**src/hw/rtl/audio_level_bass_meter_macros.svh**
```systemverilog
// Assertion macros shared by the audio level and bass meter RTL.
`ifndef AUDIO_LEVEL_BASS_METER_MACROS_SVH
`define AUDIO_LEVEL_BASS_METER_MACROS_SVH

// Same-cycle implication, checked on i_clk and disabled while i_rst_n is low.
`define ALVBM_CHECK_IMP(name, ante, cons, msg) \
    name: assert property (@(posedge i_clk) disable iff (!i_rst_n) (ante) |-> (cons)) \
        else $error(msg);

// Next-cycle implication, checked on i_clk and disabled while i_rst_n is low.
`define ALVBM_CHECK_NXT(name, ante, cons, msg) \
    name: assert property (@(posedge i_clk) disable iff (!i_rst_n) (ante) |=> (cons)) \
        else $error(msg);

`endif

```
**src/hw/rtl/alvbm_pkg.sv**
```systemverilog
// Shared types and constants of the audio level and bass meter.
package alvbm_pkg;

    // Default number of channel filter slots.
    localparam int MaxChannelsDef = 8;

    // Field and register widths.
    localparam int CfgIdxW  = 3;
    localparam int CfgDataW = 16;
    localparam int RawW     = 32;
    localparam int ChanW    = 3;
    localparam int RmsW     = 16;
    localparam int CntCmpW  = 6;

    // Largest RMS value, 1.0 in Q1.15.
    localparam logic [RmsW-1:0] RmsMax = 16'h8000;

    // Configuration register indexes.
    typedef enum logic [CfgIdxW-1:0] {
        CFG_DC_COEFF      = 3'd0,
        CFG_BASS_COEFF    = 3'd1,
        CFG_SAMPLE_BYTES  = 3'd2,
        CFG_CHANNEL_COUNT = 3'd3,
        CFG_LEVEL_ENABLE  = 3'd4,
        CFG_BASS_ENABLE   = 3'd5
    } t_cfg_idx;

    // Commands from the controller to the datapath.
    typedef struct packed {
        logic capture;
        logic load_work;
        logic mul_dc;
        logic upd_dc;
        logic mul_l1;
        logic upd_l1;
        logic mul_l2;
        logic upd_l2;
        logic sq_bass;
        logic acc_bass;
        logic div_start;
        logic sqrt_start;
        logic sel_bass;
        logic store_res;
        logic load_out;
        logic clear_sums;
    } t_cmd;

    // Status from the datapath to the controller.
    typedef struct packed {
        logic is_analyze;
        logic push_use;
        logic count_zero;
        logic div_done;
        logic sqrt_done;
    } t_status;

endpackage

```
**src/hw/rtl/alvbm_ctrl.sv**
```systemverilog
// Controller: sequences the filter steps of a push and the RMS steps of an analyze.
`include "audio_level_bass_meter_macros.svh"

module alvbm_ctrl (
    input  logic               i_clk,
    input  logic               i_rst_n,
    input  logic               i_valid,
    input  logic               i_out_stall,
    input  alvbm_pkg::t_status i_status,
    output logic               o_stall,
    output logic               o_valid,
    output alvbm_pkg::t_cmd    o_cmd
);
    import alvbm_pkg::*;

    typedef enum logic [3:0] {
        S_IDLE,
        S_DECIDE,
        S_MUL_DC,
        S_UPD_DC,
        S_MUL_L1,
        S_UPD_L1,
        S_MUL_L2,
        S_UPD_L2,
        S_SQ_B,
        S_ACC_B,
        S_DIV_GO,
        S_DIV_WAIT,
        S_SQ_GO,
        S_SQ_WAIT,
        S_OUT
    } t_state;

    t_state r_state;
    t_state n_state;
    logic   r_sel_bass;
    logic   n_sel_bass;
    logic   r_out_valid;
    logic   out_free;

    assign out_free = !r_out_valid || !i_out_stall;

    // Next state and command decode.
    always_comb begin
        n_state    = r_state;
        n_sel_bass = r_sel_bass;
        o_cmd      = '0;
        o_cmd.sel_bass = r_sel_bass;
        case (r_state)
            S_IDLE: begin
                if (i_valid) begin
                    o_cmd.capture = 1'b1;
                    n_state       = S_DECIDE;
                end
            end
            S_DECIDE: begin
                o_cmd.load_work = 1'b1;
                if (i_status.is_analyze) begin
                    n_sel_bass = 1'b0;
                    n_state    = i_status.count_zero ? S_OUT : S_DIV_GO;
                end else begin
                    n_state = i_status.push_use ? S_MUL_DC : S_IDLE;
                end
            end
            S_MUL_DC: begin
                o_cmd.mul_dc = 1'b1;
                n_state      = S_UPD_DC;
            end
            S_UPD_DC: begin
                o_cmd.upd_dc = 1'b1;
                n_state      = S_MUL_L1;
            end
            S_MUL_L1: begin
                o_cmd.mul_l1 = 1'b1;
                n_state      = S_UPD_L1;
            end
            S_UPD_L1: begin
                o_cmd.upd_l1 = 1'b1;
                n_state      = S_MUL_L2;
            end
            S_MUL_L2: begin
                o_cmd.mul_l2 = 1'b1;
                n_state      = S_UPD_L2;
            end
            S_UPD_L2: begin
                o_cmd.upd_l2 = 1'b1;
                n_state      = S_SQ_B;
            end
            S_SQ_B: begin
                o_cmd.sq_bass = 1'b1;
                n_state       = S_ACC_B;
            end
            S_ACC_B: begin
                o_cmd.acc_bass = 1'b1;
                n_state        = S_IDLE;
            end
            S_DIV_GO: begin
                o_cmd.div_start = 1'b1;
                n_state         = S_DIV_WAIT;
            end
            S_DIV_WAIT: begin
                if (i_status.div_done) begin
                    n_state = S_SQ_GO;
                end
            end
            S_SQ_GO: begin
                o_cmd.sqrt_start = 1'b1;
                n_state          = S_SQ_WAIT;
            end
            S_SQ_WAIT: begin
                if (i_status.sqrt_done) begin
                    o_cmd.store_res = 1'b1;
                    if (r_sel_bass) begin
                        n_state = S_OUT;
                    end else begin
                        n_sel_bass = 1'b1;
                        n_state    = S_DIV_GO;
                    end
                end
            end
            S_OUT: begin
                if (out_free) begin
                    o_cmd.load_out   = 1'b1;
                    o_cmd.clear_sums = 1'b1;
                    n_state          = S_IDLE;
                end
            end
            default: begin
                n_state = S_IDLE;
            end
        endcase
    end

    // State, result selection and output valid.
    always_ff @(posedge i_clk) begin
        if (!i_rst_n) begin
            r_state     <= S_IDLE;
            r_sel_bass  <= 1'b0;
            r_out_valid <= 1'b0;
        end else begin
            r_state    <= n_state;
            r_sel_bass <= n_sel_bass;
            if (o_cmd.load_out) begin
                r_out_valid <= 1'b1;
            end else if (!i_out_stall) begin
                r_out_valid <= 1'b0;
            end
        end
    end

    assign o_stall = (r_state != S_IDLE);
    assign o_valid = r_out_valid;

    // A new result never overwrites one that is still waiting.
    `ALVBM_CHECK_IMP(a_load_when_free, o_cmd.load_out, !r_out_valid || !i_out_stall, "result overwritten while stalled")
    // An accepted word is always examined in the following cycle.
    `ALVBM_CHECK_NXT(a_accept_decides, i_valid && !o_stall, r_state == S_DECIDE, "accepted word not decoded")
    // The divider only runs with a non-zero sample count.
    `ALVBM_CHECK_IMP(a_div_nonzero, o_cmd.div_start, !i_status.count_zero, "division by a zero count")

endmodule

```
**config.mk**
```make
export PLATFORM = sky130hd
export DESIGN_NAME = alvbm_ctrl
export DESIGN_NICKNAME = d
export VERILOG_FILES = /design/src/hw/rtl/alvbm_pkg.sv /design/src/hw/rtl/alvbm_ctrl.sv
export VERILOG_INCLUDE_DIRS = /design/src /design/src/hw/rtl
export SDC_FILE = /design/constraint.sdc
export NUM_CORES = 1
export LEC_CHECK = 0
export ABC_AREA = 1
export ABC_CLOCK_PERIOD_IN_PS = 1200
export BUFFER_PORTS_ARGS = -buffer_cell sky130_fd_sc_hd__buf_4
export CAP_MARGIN = 10
export CORE_MARGIN = 2
export CORE_UTILIZATION = 38
export DETAILED_ROUTE_END_ITERATION = 7
export PLACE_DENSITY = 0.72
export SYNTH_ARGS = -nofsm -noshare
export SYNTH_HDL_FRONTEND = slang
export SYNTH_SLANG_ARGS = --single-unit
```
**constraint.sdc**
```tcl
create_clock -name i_clk -period 1.2 [get_ports i_clk]
set_input_delay 0.36 -clock i_clk [delete_from_list [all_inputs] [get_ports i_clk]]
set_output_delay 0.36 -clock i_clk [all_outputs]
set_load 0.02 [all_outputs]
```
==> flow_summary.json, run 1 <==
{
  "power.density_nw_per_um2": 1090,
  "synth_top_area_cell": "dfxtp_1",
  "grt_pass1_vias": 727,
  "drv_slew": 0,
  "num_rows": 13,
  "num-nets-final": 154,
  "rsz0062_at_grt": "yes",
  "n_antenna_cell": 0,
  "period_needed_ns": 1.60,
  "wl_per_cell_um": 16.2,
  "gp_congestion": 0.795,
  "cp-start-kind": "register",
  "worstSetupPathType": "register to output pin",
  "dp_hpwl_um": 1290,
  "holdWs_ns": 0.294,
  "clock_path_buffers": 2,
  "postCtsHoldBufs": 0,
  "max_clock_freq_ghz": 0.624,
  "dieArea_um2": 1650,
  "violations": "setup timing",
  "final_area_um2": 1150,
  "drtAntennaViolNets": 0,
  "required_ns": 0.84,
  "fin_cells": 159,
  "insertion_delay_ns": 0.26,
  "cts_inserted_buffers": 3,
  "tightest_slew_ns": 0.232,
  "seq_area_um2": 135,
  "core_um2": 1270,
  "first_pass_iters": 4,
  "ys.warnings.count": 0,
  "synth_fp_nets": 103,
  "syn_area_um2": 508,
  "antenna_found_initial": 0,
  "hold_class": "primary input to register",
  "relSlewSlack": 0.844,
  "initial_core_util": 0.400,
  "clockRootBuffer": "clkbuf_4",
  "wl_um": 2570,
  "setup_viol": 20,
  "port_buffers": 26,
  "cts_max_level": 1,
  "final_cell_mix": "30 x buf_4, 18 x buf_6, 13 x nor2_4",
  "cap_violations": 0,
  "worstPathArrival_ns": 1.24,
  "placed_area_um2": 845,
  "num_vias": 838,
  "p_leak_uw": 0.000584,
  "vdd_drop_max_v": 0.000933,
  "dp_cells": 144,
  "ys_seq_area_frac": 0.236,
  "syn_avg_cell_area_um2": 5.40,
  "synth_seq_cells": 6,
  "setup_slack_ns": -0.402,
  "syn2layout_area_growth_pct": 126,
  "crit_path_end_kind": "output pin",
  "overflow": 0,
  "track_usage": 0.278,
  "clock-skew-final_ns": 0.0129,
  "vias_per_cell": 5.27,
  "drtIter0Drc": 26,
  "final_layout_size_suffix_gt1_frac": 0.701,
  "clkSinkCount": 6,
  "multi_input_area_um2": 465,
  "crit_fanout": 6,
  "grt_pass1_wl_um": 2990,
  "yosys.area.top_type_share": 0.236,
  "synthCells": 94,
  "fp.dieW_um": 40.6,
  "tns_ns": -5.87,
  "grt_max_degree": 8,
  "io_pins": 27,
  "synth_cell_types": 14,
  "yosys-top-cells-area": "dfxtp_1 24%, nand2_1 16%, nor2_1 16%",
  "post-route-drc-count": 0,
  "final_common_cell": "buf_4",
  "die-height_um": 40.6,
  "min_period_over_period": 1.33,
  "status": "finished, violations left",
  "cts_tree": "done",
  "clk_pin_slew_ns": 0.07,
  "hold_viol_final": 0,
  "num-fill-cells": 63
}
## power by group
| group | total (µW) | internal [µW] | switching, µW |
|---|---|---|---|
| sequential | 284 | 225 | 58.2 |
| combinational | 731 | 325 | 406 |
| clock | 232 | 128 | 105 |
## stage by stage
stage	total power (µW)	setup slack, ns	utilization
6_report	1250	-0.402	0.905
5_1_grt	1290	-0.429	0.905
4_1_cts	1080	-0.327	0.816
3_5_place_dp	758	-0.0977	0.666
3_3_place_gp	749	-0.0903	0.666
2_1_floorplan	548	-0.0870	-
## layer usage
layer	wire length [µm]	global-route usage
met4	110	0.117
met5	0	0
met3	144	0.0222
met1	907	0.298
met2	1410	0.540
## synthesized netlist by cell type, drive strengths merged
library cell / n
nand3: 7
inv: 18
nand2: 26
nor2: 24
buf: 2
a21oi: 6
dfxtp: 6
nor3: 2
o21ai: 3
## worst paths after layout
check / startpoint / endpoint / slack (ns) / cells after the start
worst min register to register: o_valid$_SDFFE_PN0P_ / o_valid$_SDFFE_PN0P_ / 0.49 / 2
worst min-delay path: i_status[4] / r_sel_bass$_SDFFE_PN0P_ / 0.29 / 2
worst max register to register: r_state[3]$_SDFFE_PN0P_ / r_state[3]$_SDFFE_PN0P_ / -0.24 / 11
worst max-delay path: r_state[0]$_SDFFE_PN0P_ / o_cmd[0] / -0.40 / 6
## worst max-delay path, cell delays in order (launching register included)
cell	delay, ns
dfxtp_4	0.39
inv_4	0.09
nand2_4	0.07
nor2_4	0.12
inv_2	0.06
nor2_4	0.12
buf_6	0.13
## cell families after synthesis
kind of cell,count (synthesis),share of synthesized area
AO/OA/AOI/OAI,9,0.0887
buffers and inverters,20,0.163
flip-flops,6,0.236
AND/OR/NAND/NOR,59,0.512
## area by class of cell
class / count / share of cell area
Inverter: 18 / 0.0654
Sequential cell: 6 / 0.118
Multi-Input combinational cell: 68 / 0.405
Timing Repair Buffer: 48 / 0.373
Clock buffer: 4 / 0.0229
Tap cell: 15 / 0.0163
## sequential cells by signal, summed over array words and instances, names as in the netlist
signal / cells
r_state: 4
o_valid: 1
r_sel_bass: 1
## what timing repair did
item,in CTS,in global routing
gates resized for setup,34,28
buffers inserted,8,4
endpoints found under the setup margin,20,21
pin swaps,6,9
No activity file was read; power rests on OpenSTA's default activity.
==> run 2, diff against run 1 <==
--- a/config.mk
+++ b/config.mk
@@ -6,13 +6,14 @@
 export SDC_FILE = /design/constraint.sdc
 export NUM_CORES = 1
 export LEC_CHECK = 0
-export ABC_AREA = 1
 export ABC_CLOCK_PERIOD_IN_PS = 1200
 export BUFFER_PORTS_ARGS = -buffer_cell sky130_fd_sc_hd__buf_4
 export CAP_MARGIN = 10
 export CORE_MARGIN = 2
-export CORE_UTILIZATION = 38
+export CORE_UTILIZATION = 39
+export CTS_CLUSTER_SIZE = 20
 export DETAILED_ROUTE_END_ITERATION = 7
+export GPL_ROUTABILITY_DRIVEN = 0
 export PLACE_DENSITY = 0.72
 export SYNTH_ARGS = -nofsm -noshare
 export SYNTH_HDL_FRONTEND = slang
==> flow_summary.json, run 2 <==
{
  "status": "finished, violations left",
  "violations": "setup timing",
  "antenna_found_initial": 0,
  "syn_area_um2": 557,
  "synth_cell_types": 34,
  "crit_fanout": 4,
  "tns_ns": -6.61,
  "rsz0062_at_grt": "yes",
  "clock_path_buffers": 2,
  "vdd_drop_max_v": 0.000606,
  "synth_top_area_cell": "dfxtp_1",
  "yosys.area.top_type_share": 0.216,
  "hold_class": "primary input to register",
  "cts_max_level": 1,
  "syn2layout_area_growth_pct": 114,
  "slowest_stage": "dfxtp_4",
  "worstSetupPathType": "register to output pin",
  "synth_top_family_by_area": "simple AND/OR/NAND/NOR gates",
  "setup_viol": 20,
  "yosys-top-cells-area": "dfxtp_1 22%, nor3_1 6.3%, nand2_1 6.1%",
  "initial_core_util": 0.423,
  "postCtsHoldBufs": 0,
  "cts_inserted_buffers": 3,
  "synth_seq_cells": 6,
  "synthCells": 81,
  "drtIter0Drc": 28,
  "final_common_cell": "buf_4",
  "synth_edf_count": 0,
  "track_usage": 0.251,
  "vias_per_cell": 5.89,
  "port_buffers": 26,
  "synth_common_cells": "9 x nand2_1, 9 x nor2_1, 7 x nor3_1",
  "holdWs_ns": 0.404,
  "num_rows": 13,
  "grt_pass1_vias": 792,
  "cp_common_cell": "buf_4",
  "die-height_um": 41.8,
  "synth.area.mux_share": 0,
  "synthXorXnorAreaFrac": 0,
  "num-nets-final": 140,
  "core_um2": 1320,
  "synth_flop_cell": "dfxtp_1",
  "drtAntennaViolNets": 0,
  "worstPathCellList": "buf_12 -> buf_4 -> nor3_2 -> buf_4",
  "insertion_delay_ns": 0.25,
  "min_period_over_period": 1.36,
  "synthArstFlopShare": 0,
  "n_antenna_cell": 0,
  "worstPathArrival_ns": 1.27,
  "crit_buf_inv": 3,
  "required_ns": 0.84,
  "synth_compound_area_frac": 0.274,
  "overflow": 0,
  "first_pass_iters": 4,
  "tightest_slew_ns": 0.374,
  "dp_hpwl_um": 1500,
  "post-route-drc-count": 0,
  "wl_um": 2550,
  "worst_path_largest_cell_delay_ns": 0.36,
  "synthAdderAreaFrac": 0,
  "ys_seq_area_frac": 0.216,
  "clock-skew-final_ns": 0.00503,
  "p_leak_uw": 0.000522,
  "period_needed_ns": 1.63,
  "regMostFlops": "r_state",
  "yosys.area_share.simple": 0.384,
  "clkSinkCount": 6,
  "dieArea_um2": 1750,
  "num_vias": 848,
  "cp-start-kind": "register",
  "max_clock_freq_ghz": 0.614,
  "hold_viol_final": 0,
  "wl_per_cell_um": 17.7,
  "final_layout_size_suffix_gt1_frac": 0.667,
  "cap_violations": 0,
  "grt_pass1_wl_um": 3420,
  "largest_reg_flops": 4,
  "setup_slack_ns": -0.429,
  "syn_avg_cell_area_um2": 6.87,
  "crit_path_end_kind": "output pin",
  "cpLargestDelayFamily": "buffers and inverters",
  "power.density_nw_per_um2": 911,
  "cts_tree": "done",
  "final_cell_mix": "38 x buf_4, 15 x buf_6, 7 x nand2_1",
  "ys.warnings.count": 0,
  "fp.dieW_um": 41.8,
  "grt_max_degree": 12,
  "relSlewSlack": 0.750,
  "clk_pin_slew_ns": 0.05,
  "clockRootBuffer": "clkbuf_4",
  "drv_slew": 0,
  "io_pins": 27,
  "synth_fp_nets": 90
}
==> run 2: through the flow <==
| stage | area [µm²] | power, µW | utilization | instances | setup slack, ns |
|---|---|---|---|---|---|
| after global routing | 1190 | 1130 | 0.904 | 144 | -0.468 |
| after floorplan | 736 | 586 | - | 81 | -0.251 |
| after detailed placement | 978 | 743 | 0.743 | 132 | -0.334 |
| after CTS | 1090 | 997 | 0.825 | 137 | -0.373 |
| final | 1190 | 1080 | 0.904 | 144 | -0.429 |
| after global placement | 978 | 731 | 0.743 | 132 | -0.306 |
==> run 2: worst register-to-register path: cells and delay by family, from the launching register on <==
kind,cells,cell delay [ns]
and+or+nand+nor,2,0.56
DFF,1,0.37
buffers and inverters,1,0.14
AOI/OAI and AO/OA,2,0.34
==> run 2: metal layers <==
metal  GRT usage  share of wire  vias to the layer above
met1       0.277           0.41                      400
li1            -              -                      385
met5           0              0                        -
met4      0.0710          0.033                        0
met3      0.0435          0.081                       10
met2       0.481           0.48                       53
==> run 2: logic make-up after synthesis <==
kind of cell	after synthesis
flip-flops	6
AO/OA/AOI/OAI	20
buffers and inverters	13
AND/OR/NAND/NOR	42
==> run 2: cell type report <==
type | instances | area (µm²)
Multi-Input combinational cell | 62 | 509
Timing Repair Buffer | 55 | 494
Sequential cell | 6 | 135
Fill cell | 51 | 126
Clock buffer | 3 | 22.5
Tap cell | 15 | 18.8
Inverter | 3 | 11.3
==> run 2: worst paths after layout <==
check / start / end / slack [ns] / cells after the start
setup / recovery: r_state[0]$_SDFFE_PN0P_ / o_cmd[11] / -0.43 / 4
hold / removal: i_rst_n / o_valid$_SDFFE_PN0P_ / 0.40 / 2
setup reg to reg: r_state[1]$_SDFFE_PN0P_ / r_state[2]$_SDFFE_PN0P_ / -0.32 / 5
hold reg to reg: r_sel_bass$_SDFFE_PN0P_ / r_sel_bass$_SDFFE_PN0P_ / 0.55 / 1
==> run 2: report_power, final <==
group | total, µW | switching, µW | leakage (µW) | internal (µW)
registers | 242 | 26.2 | 0.0000517 | 216
clock network | 199 | 85.0 | 0.0000138 | 114
logic | 643 | 321 | 0.000457 | 322
total | 1080 | 433 | 0.000522 | 652
==> run 2: repair_timing <==
item / 4_1_cts / 5_1_grt
gates resized for setup: 20 / 12
setup endpoints to repair: 21 / 21
endpoints found under the hold margin: 0 / 0
pin swaps: 6 / 4
buffers inserted: 2 / 7
