### config.mk
export PLATFORM = sky130hd
export DESIGN_NAME = alvbm_dpath
export DESIGN_NICKNAME = d
export VERILOG_FILES = /design/src/hw/rtl/audio_level_bass_meter_macros.svh /design/src/hw/rtl/alvbm_pkg.sv /design/src/hw/rtl/alvbm_div.sv /design/src/hw/rtl/alvbm_sqrt.sv /design/src/hw/rtl/alvbm_dpath.sv
export SDC_FILE = /design/constraint.sdc
export NUM_CORES = 2
export LEC_CHECK = 0
export ABC_AREA = 1
export BUFFER_PORTS_ARGS = -buffer_cell sky130_fd_sc_hd__buf_4
export CAP_MARGIN = 20
export CORE_MARGIN = 1.5
export CORE_UTILIZATION = 60
export DETAILED_ROUTE_END_ITERATION = 8
export PLACE_DENSITY_LB_ADDON = 0.12
export SETUP_SLACK_MARGIN = 0.05
export SLEW_MARGIN = 15
export SYNTH_ARGS = -nofsm -noshare
export SYNTH_HDL_FRONTEND = slang
export SYNTH_SLANG_ARGS = --single-unit
### constraint.sdc
create_clock -name i_clk -period 10.31 [get_ports i_clk]
set_input_delay 1.031 -clock i_clk [delete_from_list [all_inputs] [get_ports i_clk]]
set_output_delay 1.031 -clock i_clk [all_outputs]
set_load 0.05 [all_outputs]
### src/hw/rtl/audio_level_bass_meter_macros.svh
// Assertion macros shared by the audio level and bass meter RTL.
`ifndef AUDIO_LEVEL_BASS_METER_MACROS_SVH
`define AUDIO_LEVEL_BASS_METER_MACROS_SVH

// Same-cycle implication, checked on i_clk and disabled while i_rst_n is low.
`define ALVBM_CHECK_IMP(name, ante, cons, msg) \
    name: assert property (@(posedge i_clk) disable iff (!i_rst_n) (ante) |-> (cons)) \
        else $error(msg);

// Next-cycle implication, checked on i_clk and disabled while i_rst_n is low.
`define ALVBM_CHECK_NXT(name, ante, cons, msg) \
    name: assert property (@(posedge i_clk) disable iff (!i_rst_n) (ante) |=> (cons)) \
        else $error(msg);

`endif

### src/hw/rtl/alvbm_pkg.sv
// Shared types and constants of the audio level and bass meter.
package alvbm_pkg;

    // Default number of channel filter slots.
    localparam int MaxChannelsDef = 8;

    // Field and register widths.
    localparam int CfgIdxW  = 3;
    localparam int CfgDataW = 16;
    localparam int RawW     = 32;
    localparam int ChanW    = 3;
    localparam int RmsW     = 16;
    localparam int CntCmpW  = 6;

    // Largest RMS value, 1.0 in Q1.15.
    localparam logic [RmsW-1:0] RmsMax = 16'h8000;

    // Configuration register indexes.
    typedef enum logic [CfgIdxW-1:0] {
        CFG_DC_COEFF      = 3'd0,
        CFG_BASS_COEFF    = 3'd1,
        CFG_SAMPLE_BYTES  = 3'd2,
        CFG_CHANNEL_COUNT = 3'd3,
        CFG_LEVEL_ENABLE  = 3'd4,
        CFG_BASS_ENABLE   = 3'd5
    } t_cfg_idx;

    // Commands from the controller to the datapath.
    typedef struct packed {
        logic capture;
        logic load_work;
        logic mul_dc;
        logic upd_dc;
        logic mul_l1;
        logic upd_l1;
        logic mul_l2;
        logic upd_l2;
        logic sq_bass;
        logic acc_bass;
        logic div_start;
        logic sqrt_start;
        logic sel_bass;
        logic store_res;
        logic load_out;
        logic clear_sums;
    } t_cmd;

    // Status from the datapath to the controller.
    typedef struct packed {
        logic is_analyze;
        logic push_use;
        logic count_zero;
        logic div_done;
        logic sqrt_done;
    } t_status;

endpackage

### src/hw/rtl/alvbm_div.sv
// Restoring divider, 64-bit dividend by 32-bit divisor, one quotient bit per cycle.
module alvbm_div (
    input  logic        i_clk,
    input  logic        i_rst_n,
    input  logic        i_start,
    input  logic [63:0] i_dividend,
    input  logic [31:0] i_divisor,
    output logic        o_done,
    output logic [63:0] o_quotient
);

    logic [63:0] r_quo;
    logic [31:0] r_rem;
    logic [31:0] r_dvs;
    logic [6:0]  r_cnt;
    logic        r_busy;
    logic        r_done;
    logic [32:0] rem_sh;
    logic [32:0] rem_sub;
    logic        q_bit;

    // One trial subtraction of the shifted remainder.
    always_comb begin
        rem_sh  = {r_rem, r_quo[63]};
        rem_sub = rem_sh - {1'b0, r_dvs};
        q_bit   = (rem_sh >= {1'b0, r_dvs});
    end

    // Quotient bits shift in as dividend bits shift out.
    always_ff @(posedge i_clk) begin
        if (!i_rst_n) begin
            r_busy <= 1'b0;
            r_done <= 1'b0;
            r_cnt  <= '0;
        end else if (i_start) begin
            r_quo  <= i_dividend;
            r_rem  <= '0;
            r_dvs  <= i_divisor;
            r_cnt  <= 7'd64;
            r_busy <= 1'b1;
            r_done <= 1'b0;
        end else if (r_busy) begin
            r_quo <= {r_quo[62:0], q_bit};
            r_rem <= q_bit ? rem_sub[31:0] : rem_sh[31:0];
            r_cnt <= r_cnt - 7'd1;
            if (r_cnt == 7'd1) begin
                r_busy <= 1'b0;
                r_done <= 1'b1;
            end
        end else begin
            r_done <= 1'b0;
        end
    end

    assign o_done     = r_done;
    assign o_quotient = r_quo;

endmodule

### src/hw/rtl/alvbm_sqrt.sv
// Integer square root of a 64-bit word, one root bit per cycle.
module alvbm_sqrt (
    input  logic        i_clk,
    input  logic        i_rst_n,
    input  logic        i_start,
    input  logic [63:0] i_radicand,
    output logic        o_done,
    output logic [31:0] o_root
);

    logic [63:0] r_rad;
    logic [33:0] r_rem;
    logic [31:0] r_root;
    logic [5:0]  r_cnt;
    logic        r_busy;
    logic        r_done;
    logic [35:0] rem_sh;
    logic [35:0] trial;
    logic [35:0] rem_sub;
    logic        r_bit;

    // Bring down two radicand bits and try the next root bit.
    always_comb begin
        rem_sh  = {r_rem, r_rad[63:62]};
        trial   = {2'b00, r_root, 2'b01};
        rem_sub = rem_sh - trial;
        r_bit   = (rem_sh >= trial);
    end

    always_ff @(posedge i_clk) begin
        if (!i_rst_n) begin
            r_busy <= 1'b0;
            r_done <= 1'b0;
            r_cnt  <= '0;
        end else if (i_start) begin
            r_rad  <= i_radicand;
            r_rem  <= '0;
            r_root <= '0;
            r_cnt  <= 6'd32;
            r_busy <= 1'b1;
            r_done <= 1'b0;
        end else if (r_busy) begin
            r_rad  <= {r_rad[61:0], 2'b00};
            r_rem  <= r_bit ? rem_sub[33:0] : rem_sh[33:0];
            r_root <= {r_root[30:0], r_bit};
            r_cnt  <= r_cnt - 6'd1;
            if (r_cnt == 6'd1) begin
                r_busy <= 1'b0;
                r_done <= 1'b1;
            end
        end else begin
            r_done <= 1'b0;
        end
    end

    assign o_done = r_done;
    assign o_root = r_root;

endmodule

### src/hw/rtl/alvbm_dpath.sv
// Datapath: configuration, sample conversion, filters, energy sums and RMS.
module alvbm_dpath #(
    parameter int MAX_CHANNELS = alvbm_pkg::MaxChannelsDef
) (
    input  logic                          i_clk,
    input  logic                          i_rst_n,
    input  logic                          i_cfg_we,
    input  logic [alvbm_pkg::CfgIdxW-1:0] i_cfg_index,
    input  logic [alvbm_pkg::CfgDataW-1:0] i_cfg_data,
    input  logic                          i_func,
    input  logic [alvbm_pkg::RawW-1:0]    i_raw_sample,
    input  logic [alvbm_pkg::ChanW-1:0]   i_channel,
    input  logic                          i_silent,
    input  alvbm_pkg::t_cmd               i_cmd,
    output alvbm_pkg::t_status            o_status,
    output logic [alvbm_pkg::RmsW-1:0]    o_level_rms,
    output logic [alvbm_pkg::RmsW-1:0]    o_bass_rms
);
    import alvbm_pkg::*;

    localparam int ChIdxW = (MAX_CHANNELS > 1) ? $clog2(MAX_CHANNELS) : 1;
    localparam int ChExtW = (ChIdxW > ChanW) ? ChIdxW : ChanW;

    // Configuration registers.
    logic [15:0] r_dc_coeff;
    logic [15:0] r_bass_coeff;
    logic [2:0]  r_sample_bytes;
    logic [3:0]  r_channel_count;
    logic        r_level_en;
    logic        r_bass_en;

    // Captured input word.
    logic             r_func;
    logic [RawW-1:0]  r_raw;
    logic [ChanW-1:0] r_ch;
    logic             r_silent;

    // Per-channel filter states.
    logic signed [31:0] r_dc_mem [MAX_CHANNELS];
    logic signed [31:0] r_l1_mem [MAX_CHANNELS];
    logic signed [31:0] r_l2_mem [MAX_CHANNELS];

    // Working registers.
    logic signed [15:0] r_x;
    logic signed [31:0] r_dc;
    logic signed [31:0] r_l1;
    logic signed [31:0] r_l2;
    logic signed [51:0] r_prod;
    logic [33:0]        r_sq;
    logic [63:0]        r_level_e;
    logic [63:0]        r_bass_e;
    logic [31:0]        r_count;
    logic [RmsW-1:0]    r_lvl_res;
    logic [RmsW-1:0]    r_bass_res;
    logic [RmsW-1:0]    r_out_level;
    logic [RmsW-1:0]    r_out_bass;

    logic [ChExtW-1:0]  ch_ext;
    logic [ChIdxW-1:0]  ch_idx;
    logic [CntCmpW-1:0] cc_lim;
    logic               in_use;
    logic signed [15:0] conv;
    logic signed [30:0] xx;
    logic signed [34:0] mul_a;
    logic signed [16:0] coeff_s;
    logic signed [51:0] n_prod;
    logic signed [16:0] sq_in;
    logic signed [33:0] sq_prod;
    logic signed [31:0] upd_target;
    logic signed [35:0] prod_sh;
    logic signed [36:0] upd_sum;
    logic signed [31:0] upd_val;
    logic               clear_all;
    logic [63:0]        div_dividend;
    logic               div_done;
    logic [63:0]        div_quo;
    logic               sqrt_done;
    logic [31:0]        sqrt_root;
    logic [RmsW-1:0]    root_sat;

    // Clamp a 37-bit signed sum into the 32-bit state range.
    function automatic logic signed [31:0] sat32(input logic signed [36:0] v);
        logic signed [31:0] res;
        if (!v[36] && (|v[35:31])) begin
            res = 32'sh7FFF_FFFF;
        end else if (v[36] && !(&v[35:31])) begin
            res = 32'sh8000_0000;
        end else begin
            res = v[31:0];
        end
        return res;
    endfunction

    // Energy accumulation that sticks at the top.
    function automatic logic [63:0] sat_add(input logic [63:0] a, input logic [33:0] b);
        logic [64:0] s;
        s = 65'(a) + 65'(b);
        return s[64] ? '1 : s[63:0];
    endfunction

    // Channel index and use check.
    always_comb begin
        ch_ext = ChExtW'(r_ch);
        ch_idx = ch_ext[ChIdxW-1:0];
        cc_lim = (CntCmpW'(r_channel_count) > CntCmpW'(MAX_CHANNELS)) ?
                 CntCmpW'(MAX_CHANNELS) : CntCmpW'(r_channel_count);
        in_use = (CntCmpW'(r_ch) < cc_lim);
    end

    // PCM container to Q1.15; one byte is offset binary.
    always_comb begin
        case (r_sample_bytes) inside
            3'd0, 3'd1: conv = {~r_raw[7], r_raw[6:0], 8'h00};
            3'd2:       conv = r_raw[15:0];
            3'd3:       conv = r_raw[23:8];
            default:    conv = r_raw[31:16];
        endcase
    end

    // Shared filter multiplier operands.
    always_comb begin
        xx = {r_x, 15'd0};
        if (i_cmd.mul_dc) begin
            mul_a = 35'(xx) - 35'(r_dc);
        end else if (i_cmd.mul_l1) begin
            mul_a = 35'(xx) - 35'(r_dc) - 35'(r_l1);
        end else begin
            mul_a = 35'(r_l1) - 35'(r_l2);
        end
        coeff_s = {1'b0, (i_cmd.mul_dc ? r_dc_coeff : r_bass_coeff)};
        n_prod  = mul_a * coeff_s;
    end

    // Squarer for the level sample and the bass sample.
    always_comb begin
        sq_in   = i_cmd.sq_bass ? r_l2[31:15] : 17'(r_x);
        sq_prod = sq_in * sq_in;
    end

    // Filter state update: state plus the floored product, clamped.
    always_comb begin
        if (i_cmd.upd_dc) begin
            upd_target = r_dc;
        end else if (i_cmd.upd_l1) begin
            upd_target = r_l1;
        end else begin
            upd_target = r_l2;
        end
        prod_sh = r_prod[51:16];
        upd_sum = 37'(upd_target) + 37'(prod_sh);
        upd_val = sat32(upd_sum);
    end

    // A change of either enable starts the meter afresh.
    assign clear_all = i_cfg_we &&
        (((t_cfg_idx'(i_cfg_index) == CFG_LEVEL_ENABLE) && (i_cfg_data[0] != r_level_en)) ||
         ((t_cfg_idx'(i_cfg_index) == CFG_BASS_ENABLE) && (i_cfg_data[0] != r_bass_en)));

    // Configuration registers.
    always_ff @(posedge i_clk) begin
        if (!i_rst_n) begin
            r_dc_coeff      <= 16'd186;
            r_bass_coeff    <= 16'd1842;
            r_sample_bytes  <= 3'd2;
            r_channel_count <= 4'd2;
            r_level_en      <= 1'b1;
            r_bass_en       <= 1'b1;
        end else if (i_cfg_we) begin
            case (t_cfg_idx'(i_cfg_index))
                CFG_DC_COEFF:      r_dc_coeff      <= i_cfg_data;
                CFG_BASS_COEFF:    r_bass_coeff    <= i_cfg_data;
                CFG_SAMPLE_BYTES:  r_sample_bytes  <= i_cfg_data[2:0];
                CFG_CHANNEL_COUNT: r_channel_count <= i_cfg_data[3:0];
                CFG_LEVEL_ENABLE:  r_level_en      <= i_cfg_data[0];
                CFG_BASS_ENABLE:   r_bass_en       <= i_cfg_data[0];
                default: begin
                end
            endcase
        end
    end

    // Input capture and working registers.
    always_ff @(posedge i_clk) begin
        if (i_cmd.capture) begin
            r_func   <= i_func;
            r_raw    <= i_raw_sample;
            r_ch     <= i_channel;
            r_silent <= i_silent;
        end
        if (i_cmd.load_work) begin
            r_x  <= r_silent ? 16'sd0 : conv;
            r_dc <= r_dc_mem[ch_idx];
            r_l1 <= r_l1_mem[ch_idx];
            r_l2 <= r_l2_mem[ch_idx];
        end
        if (i_cmd.mul_dc || i_cmd.mul_l1 || i_cmd.mul_l2) begin
            r_prod <= n_prod;
        end
        if (i_cmd.mul_dc || i_cmd.sq_bass) begin
            r_sq <= sq_prod[33:0];
        end
        if (i_cmd.upd_dc) begin
            r_dc <= upd_val;
        end
        if (i_cmd.upd_l1) begin
            r_l1 <= upd_val;
        end
        if (i_cmd.upd_l2) begin
            r_l2 <= upd_val;
        end
    end

    // Filter state store, written back once all three stages are done and bass is enabled.
    always_ff @(posedge i_clk) begin
        if (!i_rst_n || clear_all) begin
            for (int k = 0; k < MAX_CHANNELS; k++) begin
                r_dc_mem[k] <= '0;
                r_l1_mem[k] <= '0;
                r_l2_mem[k] <= '0;
            end
        end else if (i_cmd.upd_l2 && r_bass_en) begin
            r_dc_mem[ch_idx] <= r_dc;
            r_l1_mem[ch_idx] <= r_l1;
            r_l2_mem[ch_idx] <= upd_val;
        end
    end

    // Energy sums and sample count.
    always_ff @(posedge i_clk) begin
        if (!i_rst_n || clear_all || i_cmd.clear_sums) begin
            r_level_e <= '0;
            r_bass_e  <= '0;
            r_count   <= '0;
        end else begin
            if (i_cmd.upd_dc && r_level_en) begin
                r_level_e <= sat_add(r_level_e, r_sq);
            end
            if (i_cmd.acc_bass) begin
                if (r_bass_en) begin
                    r_bass_e <= sat_add(r_bass_e, r_sq);
                end
                if (r_count != '1) begin
                    r_count <= r_count + 32'd1;
                end
            end
        end
    end

    // Mean and root units, shared by the level and bass results.
    assign div_dividend = i_cmd.sel_bass ? r_bass_e : r_level_e;

    alvbm_div u_div (
        .i_clk      (i_clk),
        .i_rst_n    (i_rst_n),
        .i_start    (i_cmd.div_start),
        .i_dividend (div_dividend),
        .i_divisor  (r_count),
        .o_done     (div_done),
        .o_quotient (div_quo)
    );

    alvbm_sqrt u_sqrt (
        .i_clk      (i_clk),
        .i_rst_n    (i_rst_n),
        .i_start    (i_cmd.sqrt_start),
        .i_radicand (div_quo),
        .o_done     (sqrt_done),
        .o_root     (sqrt_root)
    );

    assign root_sat = (sqrt_root > 32'(RmsMax)) ? RmsMax : sqrt_root[RmsW-1:0];

    // Result registers and the output word.
    always_ff @(posedge i_clk) begin
        if (i_cmd.store_res) begin
            if (i_cmd.sel_bass) begin
                r_bass_res <= root_sat;
            end else begin
                r_lvl_res <= root_sat;
            end
        end
        if (i_cmd.load_out) begin
            r_out_level <= (r_count == '0) ? '0 : r_lvl_res;
            r_out_bass  <= (r_count == '0) ? '0 : r_bass_res;
        end
    end

    assign o_level_rms = r_out_level;
    assign o_bass_rms  = r_out_bass;

    // Status towards the controller.
    always_comb begin
        o_status.is_analyze = r_func;
        o_status.push_use   = (r_level_en || r_bass_en) && in_use;
        o_status.count_zero = (r_count == '0);
        o_status.div_done   = div_done;
        o_status.sqrt_done  = sqrt_done;
    end

endmodule

==> results.tsv <==
stage	metric	value	unit
place	io_buffer_count	111	
routing	vias_per_cell	6.12	
finish	fin_nets	14200	
routing	wl	370	mm
clock_network	cts_buffer_depth	3	
clock_network	clkTransAtPathRegs	60	ps
floorplan	dieHeight	433	microns
floorplan	ioPinCount	112	
setup_path	crit_fanout	10	
timing	rsz0062_at_grt	no	
worst_hold_path	min_from	i_raw_sample[27]	
routing	drt_iter0_drc	12000	
grt	grt_pass1_vias	93100	
setup_path	cp-start-kind	register	
yosys	netlist_top_cells_count	1988 x nor2_1, 1885 x nand2_1, 1852 x inv_1	
routing	first_pass_iters	9	
clock_network	root_buffer	clkbuf_16	
clock_network	numCtsBuffers	162	
setup_path	startpoint	r_dc[7]	
grt	grt_start_max_net_pins	214	
routing	drc	1	
yosys	netlist_instances	13000	
flow_run	maxCapViolations	0	
setup_path	cp_common_cell	nand2_1	
place	hpwl	266	mm
status	status	finished, violations left	
clock_network	cts_max_level	4	
yosys	syn_area	111000	sq um
setup_path	required	10860	ps
yosys	yosysUniqueCellTypes	59	
timing	finalSetupViolations	0	
status	failed_checks	design-rule violations	
setup_path	slowest_delay	600	ps
timing	finalHoldViolCount	0	
yosys	yosysMostFrequentCell	nor2_1	
timing	holdWs	396	ps
yosys	avgSynthCellArea	8.59	sq um
yosys	synthFlopType	edfxtp_1	
grt	grt_pass1_wl	556	mm
grt	grt_antenna_before_repair	7	
timing	drv_slew	0	
routing	vias	94700	
timing	fin_crit	9960	ps
timing	fmax	100	MHz
yosys	syn-num-nets	14300	
floorplan	die_x	433	microns
place	dpl_cell_area	114000	sq um
place	routabilityCongestion	1.05	
grt	grt_usage	39.0	%
setup_path	worstSetupPathType	reg -> reg	
setup_path	endpoint_kind	register	
yosys	yosys.area.top_type	edfxtp_1	
yosys	async_flop_share	0	%
finish	area_growth	7.70	%
timing	tightest_slew	1250	ps
clock_network	clock_latency	840	ps
clock_network	cts_tree	done	
floorplan	dieArea	188000	sq um
yosys	yosys_register_bits	1529	
timing	slew_headroom	16.7	%
finish	drive_above_1_share	5.94	%
setup_path	r2r-start	r_dc[7]	
yosys	ys.warnings.count	0	
setup_path	arrival	10510	ps
floorplan	core	184000	sq um
grt	grt.overflow.total	0	
setup_path	slowest_stage	edfxtp_1	
floorplan	rows	157	
yosys	yosysTopAreaCellShare	35.3	%
timing	fin_crit_sh	96.6	%
yosys	ys_top_cells_by_area	edfxtp_1 35%, fa_1 14%, nor2_1 6.7%	
clock_network	hold_buffers	0	
floorplan	initial_utilization	60.5	%
yosys	synth_edf_count	1308	
yosys	yosysSeqAreaShare	39.3	%
clock_network	cts_sinks	1529	
worst_hold_path	hp-class	in -> reg	
finish	finalInstanceArea	120000	sq um
finish	fin_util	65.2	%
timing	fin_skew	48.7	ps
routing	wl_per_cell	23.9	microns
routing	ant_nets	0	
==> per-layer routing <==
metal	vias to the layer above	share of wire (%)	global-route usage (%)
met3	1093	10	7.12
met2	5599	45	61.5
met4	6	6.5	21.9
met1	45600	38	51.0
li1	42400	-	-
met5	-	0.011	0
==> flip-flops by register name, summed over array words and instances, names as in the netlist, 32 cells and up, named ones only <==
signal,cells
r_raw,32
r_prod,36
r_l2,32
r_l2_mem,256
r_level_e,64
u_div.o_quotient,64
r_dc_mem,256
r_bass_e,64
r_count,32
r_l1,32
u_sqrt.r_rad,64
u_div.r_dvs,32
u_sqrt.o_root,32
r_sq,33
r_dc,32
u_div.r_rem,32
r_l1_mem,256
u_sqrt.r_rem,34
==> path summary, 6_finish.rpt <==
kind,endpoint,slack (ps),cells past startpoint
hold reg to reg,r_bass_coeff[14],450,2
setup reg to reg,r_prod[42],350,39
setup / recovery,r_prod[42],350,39
hold / removal,r_raw[27],400,1
==> kinds of logic (layout without fill, tap and decap cells) <==
| logic type | Yosys count | after routing | share of synthesized area, % |
|---|---|---|---|
| simple gates | 4762 | 4762 | 17.4 |
| compound gates | 2610 | 2610 | 12.9 |
| buf+inv | 2497 | 2544 | 8.64 |
| flops | 1529 | 1529 | 39.3 |
| fa+ha+maj | 1251 | 1251 | 19.4 |
| xor+xnor | 300 | 300 | 2.36 |
| mux | 1 | 1 | 0.00900 |
| other cells | 0 | 3 | 0 |
==> critical path, delay by kind of cell (launching register included) <==
| kind | cells | cell delay (ps) |
|---|---|---|
| buf+inv | 6 | 790 |
| compound gates | 5 | 1190 |
| simple gates | 18 | 2810 |
| fa+ha+maj | 8 | 3840 |
| xor+xnor | 2 | 430 |
| flops | 1 | 600 |
==> cells in the final DEF (no fill, tap or decap), types with 12 or more instances in the layout <==
cell / netlist / routed
nand2_1: 1885 / 1859
fa_1: 785 / 781
clkbuf_1: 421 / 38
a21o_1: 54 / 54
buf_4: 15 / 297
a211oi_1: 14 / 14
and3_1: 12 / 12
xnor2_1: 127 / 127
nand4_1: 68 / 68
a21boi_0: 14 / 14
xor2_1: 173 / 171
a31oi_1: 87 / 86
inv_1: 1852 / 1839
nand2_2: 47 / 62
o221ai_1: 45 / 45
nand3_1: 502 / 501
o21ai_2: 3 / 16
a21oi_1: 924 / 919
inv_6: 0 / 13
dfxtp_1: 221 / 218
nor2_1: 1988 / 1980
nand2_4: 4 / 15
clkbuf_16: 0 / 164
ha_1: 466 / 465
o21a_1: 32 / 32
o21ai_0: 1073 / 1055
o21bai_1: 59 / 59
o21ai_1: 24 / 29
o211ai_1: 88 / 88
inv_2: 26 / 24
clkinv_1: 58 / 88
edfxtp_1: 1308 / 1308
nor4_1: 42 / 40
nor3_1: 131 / 129
clkinv_2: 0 / 33
or2_2: 50 / 50
o22ai_1: 164 / 164
==> per-stage QoR <==
| step | setup WS (ps) | TNS, ps | instances |
|---|---|---|---|
| after CTS | 119 | 0 | 15500 |
| after floorplan | 1380 | 0 | 13000 |
| final | 353 | 0 | 15500 |
| after global routing | 43.1 | 0 | 15500 |
| after detailed placement | -44.0 | -175 | 15200 |
| after global placement | -147 | -670 | 15100 |
==> layout make-up <==
class / instances / area [sq um]
timing repair buffer: 305 / 2400
inverter: 1936 / 7320
sequential: 1529 / 43700
tap: 2464 / 3080
clock buffer: 206 / 4300
antenna: 3 / 7.51
multi-input combinational: 8924 / 58200
fill: 15300 / 63900
clock inverter: 97 / 731
==> repair_timing <==
action	4_1_cts	5_1_grt
endpoints found under the setup margin	13	27
pin swaps	0	4
buffers inserted	0	5
gates resized for setup	2	51
Power is left out: the tool's default activity adds up to more than one toggle a clock period on the data nets, which glitch-free logic cannot reach.
